[config.mk]
export PLATFORM = sky130hd
export DESIGN_NAME = resp_command_encoder
export DESIGN_NICKNAME = d
export VERILOG_FILES = /design/src/rtl/core/rce_pkg.sv /design/src/rtl/core/rce_ram.sv /design/src/rtl/core/rce_tokenizer.sv /design/src/rtl/core/rce_emitter.sv /design/src/rtl/core/rce_packer.sv /design/src/rtl/core/resp_command_encoder.sv
export SDC_FILE = /design/constraint.sdc
export NUM_CORES = 1
export LEC_CHECK = 0
export ABC_AREA = 1
export BUFFER_PORTS_ARGS = -buffer_cell sky130_fd_sc_hd__buf_2
export CORE_MARGIN = 5
export CORE_UTILIZATION = 50
export CTS_CLUSTER_SIZE = 8
export DETAILED_ROUTE_END_ITERATION = 10
export PLACE_DENSITY = 0.68
export SYNTH_ARGS = -nofsm -noshare
export SYNTH_HDL_FRONTEND = slang
export SYNTH_SLANG_ARGS = --single-unit
[constraint.sdc]
create_clock -name clk -period 4.7 [get_ports clk]
set_clock_uncertainty 0.1 [all_clocks]
set_input_delay 0.47 -clock clk [delete_from_list [all_inputs] [get_ports clk]]
set_output_delay 0.47 -clock clk [all_outputs]
set_load 0.01 [all_outputs]
[src/rtl/core/rce_pkg.sv]
`timescale 1ns / 1ps
package rce_pkg;

  localparam int LINE_BYTES_DEF = 64;
  localparam int GROUP_BYTES    = 8;
  localparam int GIDX_W         = $clog2(GROUP_BYTES);
  localparam int GCNT_W         = GIDX_W + 1;
  localparam int DEC_W          = 7;

  localparam logic [7:0] CH_STAR   = 8'h2A;
  localparam logic [7:0] CH_DOLLAR = 8'h24;
  localparam logic [7:0] CH_CR     = 8'h0D;
  localparam logic [7:0] CH_LF     = 8'h0A;
  localparam logic [7:0] CH_ZERO   = 8'h30;

  // one encoded byte on its way to the group packer
  typedef struct packed {
    logic       valid;
    logic [7:0] data;
    logic       last;
    logic       ovf;
  } byte_beat_t;

  // end of line seen by the tokenizer
  typedef struct packed {
    logic start;
    logic ovf;
  } line_done_t;

  function automatic logic is_blank(input logic [7:0] c);
    return (c == 8'h20) || ((c >= 8'h09) && (c <= 8'h0D));
  endfunction

  // v / 10 by reciprocal, exact for the 7-bit range
  function automatic logic [3:0] dec_tens(input logic [DEC_W-1:0] v);
    logic [14:0] p;
    p = 15'(v) * 15'd205;
    return p[14:11];
  endfunction

  function automatic logic [3:0] dec_ones(input logic [DEC_W-1:0] v);
    logic [3:0]       t;
    logic [DEC_W-1:0] r;
    t = dec_tens(v);
    r = v - DEC_W'(t) * DEC_W'(10);
    return r[3:0];
  endfunction

  function automatic logic [7:0] digit_char(input logic [3:0] d);
    return CH_ZERO + 8'(d);
  endfunction

endpackage

[src/rtl/core/rce_ram.sv]
`timescale 1ns / 1ps
module rce_ram #(
  parameter int W  = 8,
  parameter int AW = 6
) (
  input  logic          clk,
  input  logic          we,
  input  logic [AW-1:0] waddr,
  input  logic [W-1:0]  wdata,
  input  logic          re,
  input  logic [AW-1:0] raddr,
  output logic [W-1:0]  rdata
);

  logic [W-1:0] mem [1 << AW];

  always_ff @(posedge clk) begin
    if (we) begin
      mem[waddr] <= wdata;
    end
  end

  // read data holds until the next read
  always_ff @(posedge clk) begin
    if (re) begin
      rdata <= mem[raddr];
    end
  end

endmodule

[src/rtl/core/rce_tokenizer.sv]
`timescale 1ns / 1ps
module rce_tokenizer #(
  parameter int LINE_BYTES = rce_pkg::LINE_BYTES_DEF
) (
  input  logic                              clk,
  input  logic                              rst,
  input  logic                              accept,
  input  logic [7:0]                        data_byte,
  input  logic                              byte_valid,
  input  logic                              end_of_line,
  output logic                              line_we,
  output logic [$clog2(LINE_BYTES)-1:0]     line_waddr,
  output logic [7:0]                        line_wdata,
  output logic                              tok_we,
  output logic [(($clog2(LINE_BYTES) > 1) ? $clog2(LINE_BYTES) - 1 : 1)-1:0] tok_waddr,
  output logic [2*$clog2(LINE_BYTES):0]     tok_wdata,
  output rce_pkg::line_done_t               done,
  output logic [(($clog2(LINE_BYTES) > 1) ? $clog2(LINE_BYTES) - 1 : 1):0] done_tokens
);

  localparam int LAW = $clog2(LINE_BYTES);
  localparam int CW  = LAW + 1;
  localparam int TAW = (LAW > 1) ? LAW - 1 : 1;
  localparam int TW  = TAW + 1;

  logic [CW-1:0]  stored, stored_next;
  logic [TW-1:0]  total, total_next;
  logic           in_word, in_word_next;
  logic           ovf_seen, ovf_next;
  logic [LAW-1:0] cur_start, cur_start_next;
  logic [CW-1:0]  cur_len, cur_len_next;
  logic           keep;

  always_comb begin
    keep           = accept && byte_valid && (stored < CW'(LINE_BYTES));
    stored_next    = stored;
    total_next     = total;
    in_word_next   = in_word;
    ovf_next       = ovf_seen;
    cur_start_next = cur_start;
    cur_len_next   = cur_len;
    tok_we         = 1'b0;
    tok_waddr      = total[TAW-1:0];
    tok_wdata      = {cur_start, cur_len};
    if (accept && byte_valid && !keep) begin
      ovf_next = 1'b1;
    end
    if (keep) begin
      stored_next = stored + CW'(1);
      if (rce_pkg::is_blank(data_byte)) begin
        in_word_next = 1'b0;
      end else if (!in_word) begin
        in_word_next = 1'b1;
        if (total < TW'(1 << TAW)) begin
          tok_we         = 1'b1;
          tok_waddr      = total[TAW-1:0];
          tok_wdata      = {stored[LAW-1:0], CW'(1)};
          total_next     = total + TW'(1);
          cur_start_next = stored[LAW-1:0];
          cur_len_next   = CW'(1);
        end
      end else if ((total != '0) && (total <= TW'(1 << TAW))) begin
        // open token grows, rewrite its entry
        cur_len_next = cur_len + CW'(1);
        tok_we       = 1'b1;
        tok_waddr    = TAW'(total - TW'(1));
        tok_wdata    = {cur_start, cur_len_next};
      end
    end
  end

  assign line_we     = keep;
  assign line_waddr  = stored[LAW-1:0];
  assign line_wdata  = data_byte;
  assign done.start  = accept && end_of_line;
  assign done.ovf    = ovf_next;
  assign done_tokens = total_next;

  always_ff @(posedge clk) begin
    if (rst) begin
      stored   <= '0;
      total    <= '0;
      in_word  <= 1'b0;
      ovf_seen <= 1'b0;
    end else if (accept && end_of_line) begin
      stored   <= '0;
      total    <= '0;
      in_word  <= 1'b0;
      ovf_seen <= 1'b0;
    end else begin
      stored   <= stored_next;
      total    <= total_next;
      in_word  <= in_word_next;
      ovf_seen <= ovf_next;
    end
  end

  always_ff @(posedge clk) begin
    cur_start <= cur_start_next;
    cur_len   <= cur_len_next;
  end

  a_fill_bound: assert property (@(posedge clk) disable iff (rst)
    stored <= CW'(LINE_BYTES))
    else $error("line fill count beyond capacity");

  a_ovf_full: assert property (@(posedge clk) disable iff (rst)
    ovf_seen |-> (stored == CW'(LINE_BYTES)))
    else $error("overflow flagged before line store is full");

endmodule

[src/rtl/core/rce_emitter.sv]
`timescale 1ns / 1ps
module rce_emitter #(
  parameter int LINE_BYTES = rce_pkg::LINE_BYTES_DEF
) (
  input  logic                              clk,
  input  logic                              rst,
  input  rce_pkg::line_done_t               done,
  input  logic [(($clog2(LINE_BYTES) > 1) ? $clog2(LINE_BYTES) - 1 : 1):0] done_tokens,
  output logic                              busy,
  output logic                              tok_re,
  output logic [(($clog2(LINE_BYTES) > 1) ? $clog2(LINE_BYTES) - 1 : 1)-1:0] tok_raddr,
  input  logic [2*$clog2(LINE_BYTES):0]     tok_rdata,
  output logic                              line_re,
  output logic [$clog2(LINE_BYTES)-1:0]     line_raddr,
  input  logic [7:0]                        line_rdata,
  output rce_pkg::byte_beat_t               beat,
  input  logic                              beat_ready
);

  localparam int LAW = $clog2(LINE_BYTES);
  localparam int CW  = LAW + 1;
  localparam int TAW = (LAW > 1) ? LAW - 1 : 1;
  localparam int TW  = TAW + 1;

  typedef enum logic [3:0] {
    E_IDLE, E_STAR, E_CNT_T, E_CNT_O, E_CR, E_LF, E_FETCH, E_DOLLAR,
    E_LEN_T, E_LEN_O, E_LCR, E_LLF, E_DATA, E_DCR, E_DLF
  } state_t;

  state_t         state, state_next;
  logic [TW-1:0]  tok_total;
  logic [TW-1:0]  tok_idx;
  logic [CW-1:0]  data_i;
  logic           ovf;
  logic           s2_valid, s2_mem, s2_last, s2_ovf;
  logic [7:0]     s2_lit;

  logic [LAW-1:0]             tk_start;
  logic [CW-1:0]              tk_len;
  logic [rce_pkg::DEC_W-1:0]  tot7, len7;
  logic                       s2_free, emit, is_mem, last, step;
  logic [7:0]                 lit;

  assign tk_start = tok_rdata[LAW+CW-1:CW];
  assign tk_len   = tok_rdata[CW-1:0];
  assign tot7     = rce_pkg::DEC_W'(tok_total);
  assign len7     = rce_pkg::DEC_W'(tk_len);
  assign s2_free  = !s2_valid || beat_ready;

  always_comb begin
    emit       = 1'b1;
    is_mem     = 1'b0;
    last       = 1'b0;
    lit        = rce_pkg::CH_CR;
    state_next = state;
    unique case (state)
      E_IDLE: begin
        emit = 1'b0;
      end
      E_STAR: begin
        lit        = rce_pkg::CH_STAR;
        state_next = (tot7 >= rce_pkg::DEC_W'(10)) ? E_CNT_T : E_CNT_O;
      end
      E_CNT_T: begin
        lit        = rce_pkg::digit_char(rce_pkg::dec_tens(tot7));
        state_next = E_CNT_O;
      end
      E_CNT_O: begin
        lit        = rce_pkg::digit_char(rce_pkg::dec_ones(tot7));
        state_next = E_CR;
      end
      E_CR: begin
        state_next = E_LF;
      end
      E_LF: begin
        lit = rce_pkg::CH_LF;
        if (tok_total == '0) begin
          last       = 1'b1;
          state_next = E_IDLE;
        end else begin
          state_next = E_FETCH;
        end
      end
      E_FETCH: begin
        emit       = 1'b0;
        state_next = E_DOLLAR;
      end
      E_DOLLAR: begin
        lit        = rce_pkg::CH_DOLLAR;
        state_next = (len7 >= rce_pkg::DEC_W'(10)) ? E_LEN_T : E_LEN_O;
      end
      E_LEN_T: begin
        lit        = rce_pkg::digit_char(rce_pkg::dec_tens(len7));
        state_next = E_LEN_O;
      end
      E_LEN_O: begin
        lit        = rce_pkg::digit_char(rce_pkg::dec_ones(len7));
        state_next = E_LCR;
      end
      E_LCR: begin
        state_next = E_LLF;
      end
      E_LLF: begin
        lit        = rce_pkg::CH_LF;
        state_next = E_DATA;
      end
      E_DATA: begin
        is_mem     = 1'b1;
        state_next = ((data_i + CW'(1)) == tk_len) ? E_DCR : E_DATA;
      end
      E_DCR: begin
        state_next = E_DLF;
      end
      E_DLF: begin
        lit = rce_pkg::CH_LF;
        if ((tok_idx + TW'(1)) == tok_total) begin
          last       = 1'b1;
          state_next = E_IDLE;
        end else begin
          state_next = E_FETCH;
        end
      end
      default: begin
        emit       = 1'b0;
        state_next = E_IDLE;
      end
    endcase
    step = emit ? s2_free : 1'b1;
  end

  assign busy       = (state != E_IDLE);
  assign tok_re     = (state == E_FETCH);
  assign tok_raddr  = tok_idx[TAW-1:0];
  // the line read is issued as the byte moves into the output stage
  assign line_re    = (state == E_DATA) && s2_free;
  assign line_raddr = tk_start + data_i[LAW-1:0];

  always_ff @(posedge clk) begin
    if (rst) begin
      state    <= E_IDLE;
      s2_valid <= 1'b0;
    end else begin
      if (state == E_IDLE) begin
        if (done.start) begin
          state     <= E_STAR;
          tok_total <= done_tokens;
          ovf       <= done.ovf;
          tok_idx   <= '0;
        end
      end else if (step) begin
        state <= state_next;
        if (state == E_DOLLAR) begin
          data_i <= '0;
        end
        if (state == E_DATA) begin
          data_i <= data_i + CW'(1);
        end
        if (state == E_DLF) begin
          tok_idx <= tok_idx + TW'(1);
        end
      end
      if (emit && s2_free) begin
        s2_valid <= 1'b1;
        s2_mem   <= is_mem;
        s2_lit   <= lit;
        s2_last  <= last;
        s2_ovf   <= ovf;
      end else if (beat_ready) begin
        s2_valid <= 1'b0;
      end
    end
  end

  assign beat.valid = s2_valid;
  assign beat.data  = s2_mem ? line_rdata : s2_lit;
  assign beat.last  = s2_last;
  assign beat.ovf   = s2_ovf;

endmodule

[src/rtl/core/rce_packer.sv]
`timescale 1ns / 1ps
module rce_packer (
  input  logic                                  clk,
  input  logic                                  rst,
  input  rce_pkg::byte_beat_t                   beat,
  output logic                                  beat_ready,
  output logic                                  out_valid,
  input  logic                                  out_ready,
  output logic [rce_pkg::GROUP_BYTES-1:0][7:0]  grp_bytes,
  output logic [rce_pkg::GCNT_W-1:0]            valid_bytes,
  output logic                                  last_group,
  output logic                                  overflow
);

  localparam int GB = rce_pkg::GROUP_BYTES;
  localparam int GC = rce_pkg::GCNT_W;

  logic [GB-1:0][7:0] acc;
  logic [GC-1:0]      acc_cnt;
  logic               acc_done;
  logic               acc_ovf;
  logic               full, out_free, flush, take;

  assign full       = (acc_cnt == GC'(GB)) || acc_done;
  assign out_free   = !out_valid || out_ready;
  assign flush      = full && out_free;
  assign beat_ready = !full || flush;
  assign take       = beat.valid && beat_ready;

  always_ff @(posedge clk) begin
    if (rst) begin
      out_valid <= 1'b0;
      acc_cnt   <= '0;
      acc_done  <= 1'b0;
    end else begin
      if (flush) begin
        out_valid <= 1'b1;
      end else if (out_ready) begin
        out_valid <= 1'b0;
      end
      if (take) begin
        acc_cnt  <= flush ? GC'(1) : acc_cnt + GC'(1);
        acc_done <= beat.last;
      end else if (flush) begin
        acc_cnt  <= '0;
        acc_done <= 1'b0;
      end
    end
  end

  always_ff @(posedge clk) begin
    if (take) begin
      acc[flush ? '0 : acc_cnt[rce_pkg::GIDX_W-1:0]] <= beat.data;
      acc_ovf <= beat.ovf;
    end
    if (flush) begin
      // unused byte lanes go out as zero
      for (int i = 0; i < GB; i++) begin
        grp_bytes[i] <= (GC'(i) < acc_cnt) ? acc[i] : 8'h00;
      end
      valid_bytes <= acc_cnt;
      last_group  <= acc_done;
      overflow    <= acc_ovf;
    end
  end

  a_count_range: assert property (@(posedge clk) disable iff (rst)
    out_valid |-> ((valid_bytes != '0) && (valid_bytes <= GC'(GB))))
    else $error("group byte count out of range");

  a_short_last: assert property (@(posedge clk) disable iff (rst)
    (out_valid && !last_group) |-> (valid_bytes == GC'(GB)))
    else $error("short group that is not the last one");

endmodule

[src/rtl/core/resp_command_encoder.sv]
`timescale 1ns / 1ps
// line bytes are taken one per cycle while no message is being emitted; each kept
// byte is written to the line store; after the end-of-line transfer the encoder
// emits one message byte per cycle unless the output holds it off, with a token
// table read before each token; input is held off meanwhile
// synchronous reset clears counters, sequencer and valid flags; the stores are not cleared
module resp_command_encoder #(
  parameter int LINE_BYTES = rce_pkg::LINE_BYTES_DEF
) (
  input  logic       clk,
  input  logic       rst,
  input  logic       in_valid,
  output logic       in_ready,
  input  logic [7:0] data_byte,
  input  logic       byte_valid,
  input  logic       end_of_line,
  output logic       out_valid,
  input  logic       out_ready,
  output logic [7:0] out_byte_0,
  output logic [7:0] out_byte_1,
  output logic [7:0] out_byte_2,
  output logic [7:0] out_byte_3,
  output logic [7:0] out_byte_4,
  output logic [7:0] out_byte_5,
  output logic [7:0] out_byte_6,
  output logic [7:0] out_byte_7,
  output logic [3:0] valid_bytes,
  output logic       last_group,
  output logic       overflow
);

  localparam int LAW = $clog2(LINE_BYTES);
  localparam int CW  = LAW + 1;
  localparam int TAW = (LAW > 1) ? LAW - 1 : 1;
  localparam int TW  = TAW + 1;

  logic                 accept, busy;
  logic                 line_we, line_re;
  logic [LAW-1:0]       line_waddr, line_raddr;
  logic [7:0]           line_wdata, line_rdata;
  logic                 tok_we, tok_re;
  logic [TAW-1:0]       tok_waddr, tok_raddr;
  logic [LAW+CW-1:0]    tok_wdata, tok_rdata;
  rce_pkg::line_done_t  done;
  logic [TW-1:0]        done_tokens;
  rce_pkg::byte_beat_t  beat;
  logic                 beat_ready;
  logic [rce_pkg::GROUP_BYTES-1:0][7:0] grp_bytes;

  assign in_ready = !busy;
  assign accept   = in_valid && in_ready;

  rce_tokenizer #(.LINE_BYTES(LINE_BYTES)) u_tok (
    .clk         (clk),
    .rst         (rst),
    .accept      (accept),
    .data_byte   (data_byte),
    .byte_valid  (byte_valid),
    .end_of_line (end_of_line),
    .line_we     (line_we),
    .line_waddr  (line_waddr),
    .line_wdata  (line_wdata),
    .tok_we      (tok_we),
    .tok_waddr   (tok_waddr),
    .tok_wdata   (tok_wdata),
    .done        (done),
    .done_tokens (done_tokens)
  );

  rce_ram #(.W(8), .AW(LAW)) u_line_store (
    .clk   (clk),
    .we    (line_we),
    .waddr (line_waddr),
    .wdata (line_wdata),
    .re    (line_re),
    .raddr (line_raddr),
    .rdata (line_rdata)
  );

  rce_ram #(.W(LAW + CW), .AW(TAW)) u_token_table (
    .clk   (clk),
    .we    (tok_we),
    .waddr (tok_waddr),
    .wdata (tok_wdata),
    .re    (tok_re),
    .raddr (tok_raddr),
    .rdata (tok_rdata)
  );

  rce_emitter #(.LINE_BYTES(LINE_BYTES)) u_emit (
    .clk         (clk),
    .rst         (rst),
    .done        (done),
    .done_tokens (done_tokens),
    .busy        (busy),
    .tok_re      (tok_re),
    .tok_raddr   (tok_raddr),
    .tok_rdata   (tok_rdata),
    .line_re     (line_re),
    .line_raddr  (line_raddr),
    .line_rdata  (line_rdata),
    .beat        (beat),
    .beat_ready  (beat_ready)
  );

  rce_packer u_pack (
    .clk         (clk),
    .rst         (rst),
    .beat        (beat),
    .beat_ready  (beat_ready),
    .out_valid   (out_valid),
    .out_ready   (out_ready),
    .grp_bytes   (grp_bytes),
    .valid_bytes (valid_bytes),
    .last_group  (last_group),
    .overflow    (overflow)
  );

  assign out_byte_0 = grp_bytes[0];
  assign out_byte_1 = grp_bytes[1];
  assign out_byte_2 = grp_bytes[2];
  assign out_byte_3 = grp_bytes[3];
  assign out_byte_4 = grp_bytes[4];
  assign out_byte_5 = grp_bytes[5];
  assign out_byte_6 = grp_bytes[6];
  assign out_byte_7 = grp_bytes[7];

endmodule

After elaboration in Yosys (flattened, before gate mapping)
Memory sizes are Yosys's and may differ from the RTL's. A register that Yosys moved wholly into a read port is not among the register bits.
Index checks and enable logic that the tools add are counted.
{"block": "totals", "regBits": 205, "ram_bits": 928, "in_bits": 14, "mem_count": 2}
{"memory": "u_line_store.mem", "words": 64, "width": 8, "read_ports": 1, "rd_ports_with_merged_regs": 1, "write_ports": 1, "line_no": "rce_ram.sv:15", "rtl": "logic [W-1:0] mem [1 << AW];"}
{"memory": "u_token_table.mem", "words": 32, "width": 13, "read_ports": 1, "rd_ports_with_merged_regs": 1, "write_ports": 1, "line_no": "rce_ram.sv:15"}
{"block": "classes", "n_addsub": 14, "mul": 4, "order_cmp": 17, "n_eq_ne": 20, "muxes": 63, "n_bitwise": 4, "reduce_logical": 43}
{"op": "$bwmux 64", "count": 1}
{"op": "$pmux 4 s14", "count": 1}
{"op": "$pmux 8 s7", "count": 1}
{"op": "$mux 13", "count": 4}
{"op": "$mux 6", "count": 8}
{"op": "$mux 7", "count": 6}
{"op": "$eq 4x4->1 const B", "count": 8}
{"op": "$add 6x4->7 const A", "count": 4}
{"op": "$mux 1", "count": 25}
{"op": "$demux 8 s3", "count": 1}
{"op": "$mux 4", "count": 6}
{"op": "$add 7x1->7 const B", "count": 3}
{"op": "$mux 5", "count": 4}
{"op": "$eq 4x3->1 const B", "count": 4}
{"op": "$lt 3x4->1 const A", "count": 4}
{"op": "$mux 8", "count": 2}
{"op": "$reduce_and 4->1", "count": 4}
{"op": "$mul 7x8->15 const B", "count": 1}
{"op": "$mul 6x8->14 const B", "count": 1}
{"op": "$reduce_bool 2->1", "count": 7}
{"op": "$reduce_or 13->1", "count": 1}
{"op": "$add 6x1->6 const B", "count": 2}
{"op": "$logic_and 1x1->1", "count": 12}
{"op": "$mux 3", "count": 3}
{"op": "34 further kinds", "count": 52}

Longest topological paths before layout
{"block": "depth", "word_depth": 9, "ltp_mapped": 27, "depth_no_buf": 27}

By module
From an unflattened synthesis, not the netlist that was laid out.
{"block": "hier_totals", "hier_cells": 4426, "hier_area_um2": 50039.2}
{"mod": "rce_ram (u_line_store)", "n_inst": 1, "cells_per_inst": 1805, "area_per_inst_um2": 21419.3, "seq_area_each_um2": 15615.0}
{"mod": "rce_ram (u_token_table)", "n_inst": 1, "cells_per_inst": 1466, "area_per_inst_um2": 17270.3, "seq_area_each_um2": 12882.4}
{"mod": "rce_packer", "n_inst": 1, "cells_per_inst": 340, "area_per_inst_um2": 5069.9, "seq_area_each_um2": 4174.0}
{"mod": "rce_emitter", "n_inst": 1, "cells_per_inst": 567, "area_per_inst_um2": 4428.0, "seq_area_each_um2": 970.9}
{"mod": "rce_tokenizer", "n_inst": 1, "cells_per_inst": 245, "area_per_inst_um2": 1838.0, "seq_area_each_um2": 690.7}
{"mod": "resp_command_encoder", "n_inst": 1, "cells_per_inst": 3, "area_per_inst_um2": 13.8, "seq_area_each_um2": 0.0}

Least setup slack after synthesis
Ideal clock, no wire load.
{"block": "synth_timing", "kind": "register to register", "from": "register u_token_table.rdata[5] (read register of u_token_table.mem)", "to": "register u_emit.s2_lit[3] (data pin)", "setup_time_ns": 0.259, "arrival_time_ns": 4.024, "required_ns": 4.341, "path_slack_ns": 0.317, "stages_incl_launch_ff": 23, "n_path_buf": 0, "synth_period_minus_slack_ns": 4.383, "path_cell_list": "edfxtp_1 > inv_1 > ha_1 > fa_1 > ha_1 > inv_1 > fa_1 > inv_1 > ha_1 > a21oi_1 > inv_1 > a31oi_1 > nand3b_1 > nand2_1 > inv_1 > ha_1 > fa_1 > xnor2_1 > nand3b_1 > nand3_1 > nand2_1 > nand2_1 > nand3_1"}
{"block": "synth_via", "elab_chain_cells": 5, "elab_cells_between_ends": 6}
{"element": "from (decl)", "line_no": "rce_ram.sv:12", "rtl": "output logic [W-1:0] rdata"}
{"element": "$mul 7x8->15 *", "line_no": "rce_pkg.sv:37", "rtl": "p = 15'(v) * 15'd205;"}
{"element": "$mul 4x3->3", "line_no": "rce_pkg.sv:45", "rtl": "r = v - DEC_W'(t) * DEC_W'(10);"}
{"element": "$sub 4x4->4", "line_no": "rce_pkg.sv:45"}
{"element": "$add 6x4->7", "line_no": "rce_pkg.sv:50", "rtl": "return CH_ZERO + 8'(d);"}
{"element": "$pmux 8 s7 *", "line_no": "rce_emitter.sv:56", "rtl": "unique case (state)"}
{"element": "to (signal assigned)", "line_no": "rce_emitter.sv:165", "rtl": "s2_lit <= lit;"}
{"element": "to (decl)", "line_no": "rce_emitter.sv:36", "rtl": "logic [7:0] s2_lit;"}
Every way passes the cells marked *; elsewhere a longest branch is shown, timed or not.
A chain may end at the register's enable or synchronous reset.

Worst setup path in the final report
{"block": "layout_timing", "from": "register u_token_table.rdata[6] (read register of u_token_table.mem)", "to": "register u_emit.s2_lit[2] (data pin)"}
The elaborated chain is that of the path after synthesis.

==> impl_results.md <==
* Outcome: complete, no violations
* Critical Path Fanout Max at 6
* Synth top area share at 0.700
* Starting density of the core at 0.502
* Sink Count at about 1.2k
* Routability Congestion at ~0.9
* GRT Util Overall at 0.225
* Final Hold Fails at 0
* Number of cell rows at around 110
* Layout cells sized above 1 at 0.107
* Post-synthesis cell type count at 44
* Number of enable flip-flop cells after synthesis at approximately 1.1k
* Reg2Reg Setup Slack at around 210 ps
* Hold Slack at approximately 90 ps
* Fillers at about 7.6k
* Net count, final at approximately 4.3k
* WL met3 at roughly 9600 µm
* Post-Place Cells at 5320
* YS warnings at 0
* Met2 wire len at between 50000 and 60000 µm
* Die Span Y at around 320 µm
* Vias per inst at around 5.7
* Cells after Synth at roughly 4.1k
* Slew headroom at 0.215
* Initial antenna violation count at 1
* Port Buffer Count at 85
* Final Max Tran Viols at 0
* CTS clk-pin slew, worst paths at around 60 ps
* Die W at approximately 320 µm
* CTS tree: yes
* Min Clock Period, post-route at roughly 4500 ps
* Commonest cells post-synth: edfxtp_1, nor2_1, o21ai_0, nand2_1, inv_1
* Post-synth top flop: edfxtp_1
* DPL Wire Length at between 70000 and 80000 µm
* Finished Core Util at 0.574
* CTS buffer count at approximately 160
* Hold Path Sink: u_tok.ovf_seen
* Routed vias at about 32k
* Critical R2R Capture: u_emit.s2_lit[2]
* Top Metal Used: met5
* Max_cap viols at 0
* Drt drc at 0
* Synthesis-to-finish area growth at 14.4%
* PD cells at 462 mW/mm²
* First-pass GRT wire length at 180000 µm
* Reg-to-Reg Start: u_token_table.rdata[6]
* Actual slew at the worst max-slew pin at ~1200 ps
* Sequential area share after synthesis at 0.711
* Largest net degree at the start of global routing at 159
* DRT Wirelength at ~120000 µm
* FF+latch count, synth at about 1.2k
* Cell with the most instances after synthesis: edfxtp_1
* FFs w/ async S/R, synth at 0
* VDD IR-drop max at between 0.2 and 0.3 mV
* Die area at 0.103 mm²
* Setup violators final at 0
* Syn Area/Cell at 11.9 µm²
* Nature of the critical path startpoint: flip-flop
* Max Freq at approximately 220 MHz
* Top-Level Pins at 86
* CTS Root Cell: clkbuf_16
* DP Area at 0.0506 mm²
* First-pass DRT Iterations at 5
* CORE AREA at slightly below 0.1 mm²
* Syn_nets at 4171
* Crit end category: flip-flop
* Depth of the CTS H-tree at 4
* Grt total ovfl at 0
* Finished Layout Cells at 5538
* Vias in the first global route at about 30k
* Drt wl/cell at about 21 µm
* Final Instance Area at between 0.05 and 0.06 mm²
* Syn Std Cell Area at about 0.048 mm²
* Leak at 19.6 nW
* Crit path kind: reg -> reg
* Detailed router's first-iteration violation count at 3648
* Top cells by area, synth: edfxtp_1, nor2_1, o21ai_0
* Crit path arrival time at between 4000 and 5000 ps
* R2R cell count at 18
* Min-Delay Path Class: in -> reg
* Hold path depth at 5
* Clock latency on the worst-skew pair at 760 ps
* CTS Buffer Depth at 3
* Largest area contributor in the netlist: edfxtp_1
* Required time of the critical path at 5080 ps
* Hold Crit Start: in_valid
* Metal-1 WL at between 50000 and 60000 µm
* ANT nets after route at 0
* Final worst-path cycle share at 0.955
## placed cells by master (no fill, tap or decap), types with 13 or more instances in the layout
cell type	n
edfxtp_1	1126
nor2_1	850
o21ai_0	604
nand2_1	389
inv_1	230
clkbuf_16	164
nand3_1	137
o22ai_1	120
buf_4	96
buf_2	85
ha_1	79
a21oi_1	62
o211ai_1	34
clkbuf_1	27
dfxtp_1	26
o21ai_1	19
o221ai_1	18
nor3_1	17
buf_12	15
xor2_1	14
fa_1	14
nand4_1	13
## sequential cells by signal, indices dropped and copies added, names as in the netlist, 4 cells and up
signal               count
u_tok.cur_start          6
u_token_table.mem      416
u_line_store.rdata       8
u_pack.acc              64
u_line_store.mem       512
u_tok.total              6
u_emit.s2_lit            6
u_emit.tok_idx           6
u_emit.tok_total         6
u_pack.valid_bytes       4
u_token_table.rdata     13
u_pack.acc_cnt           4
u_pack.grp_bytes        64
u_tok.stored             7
u_emit.data_i            7
u_tok.cur_len            7
u_emit.state             4
## critical path, cell delays in order, from the launching register on
cell      delay, ps
edfxtp_1        480
inv_1           170
ha_4            230
fa_1            450
fa_1            470
ha_1            320
ha_2            390
nand2_1          90
nor2_1           90
nand2_1          90
nand2_1          70
nand2_1          60
nand2_2          70
inv_1            70
ha_2            180
fa_2            540
o22ai_1          80
nor3_1          180
o311ai_1        120
## where the power goes
part / switching [mW] / total [mW] / internal [mW]
clock network: 4.09 / 10.4 / 6.29
registers: 0.128 / 11.9 / 11.8
logic: 2.42 / 3.27 / 0.851
total: 6.64 / 25.6 / 18.9
## metrics by stage
stage	setup slack [ps]	setup TNS [ps]	power, mW
after floorplan	317	0	14.0
after global placement	127	0	15.3
after detailed placement	95.6	0	15.3
after CTS	120	0	25.6
after global routing	-42.1	-62.0	26.5
final	212	0	25.6
## how the worst max path moves through the flow
stage,from,endpoint,slack [ps]
floorplan,u_token_table.rdata[5],u_emit.s2_lit[3],320
global placement,u_token_table.rdata[6],u_emit.s2_lit[3],130
detailed placement,u_token_table.rdata[5],u_emit.s2_lit[3],100
CTS,u_token_table.rdata[6],u_emit.s2_lit[3],120
global route,u_token_table.rdata[4],u_emit.s2_lit[3],-40
finish,u_token_table.rdata[6],u_emit.s2_lit[2],210
## cell families (layout without fill, tap and decap cells)
logic type	Yosys count	after routing	synth area share
compound gates	887	887	0.0993
other cells	0	1	0
flops	1152	1152	0.711
buf+inv	444	651	0.0351
fa+ha+maj	103	103	0.0293
simple gates	1440	1440	0.120
mux	6	6	0.00140
xor+xnor	22	22	0.00415
## cell type report
cell class	count	area (µm²)	area share
clock inverters	15	267	0.00482
diodes	1	2.50	0.0000453
multi-input cells	2458	12400	0.225
clock buffers	191	4210	0.0761
well taps	1276	1600	0.0289
inverters	246	933	0.0169
repair buffers	199	1480	0.0267
flip-flops and latches	1152	34300	0.621
## metal layers
metal  vias up  global-route usage
li1      14700                   -
met1     15400               0.321
met2      1439               0.360
met3       199              0.0395
met4         4              0.0651
met5         -             0.00509
## timing repair
item,4_1_cts,5_1_grt
setup endpoints to repair,0,2
endpoints found under the hold margin,8,0
hold buffers,3,0
setup buffers,0,8
gates resized for setup,0,17
Power figures use the tool's default switching activity.
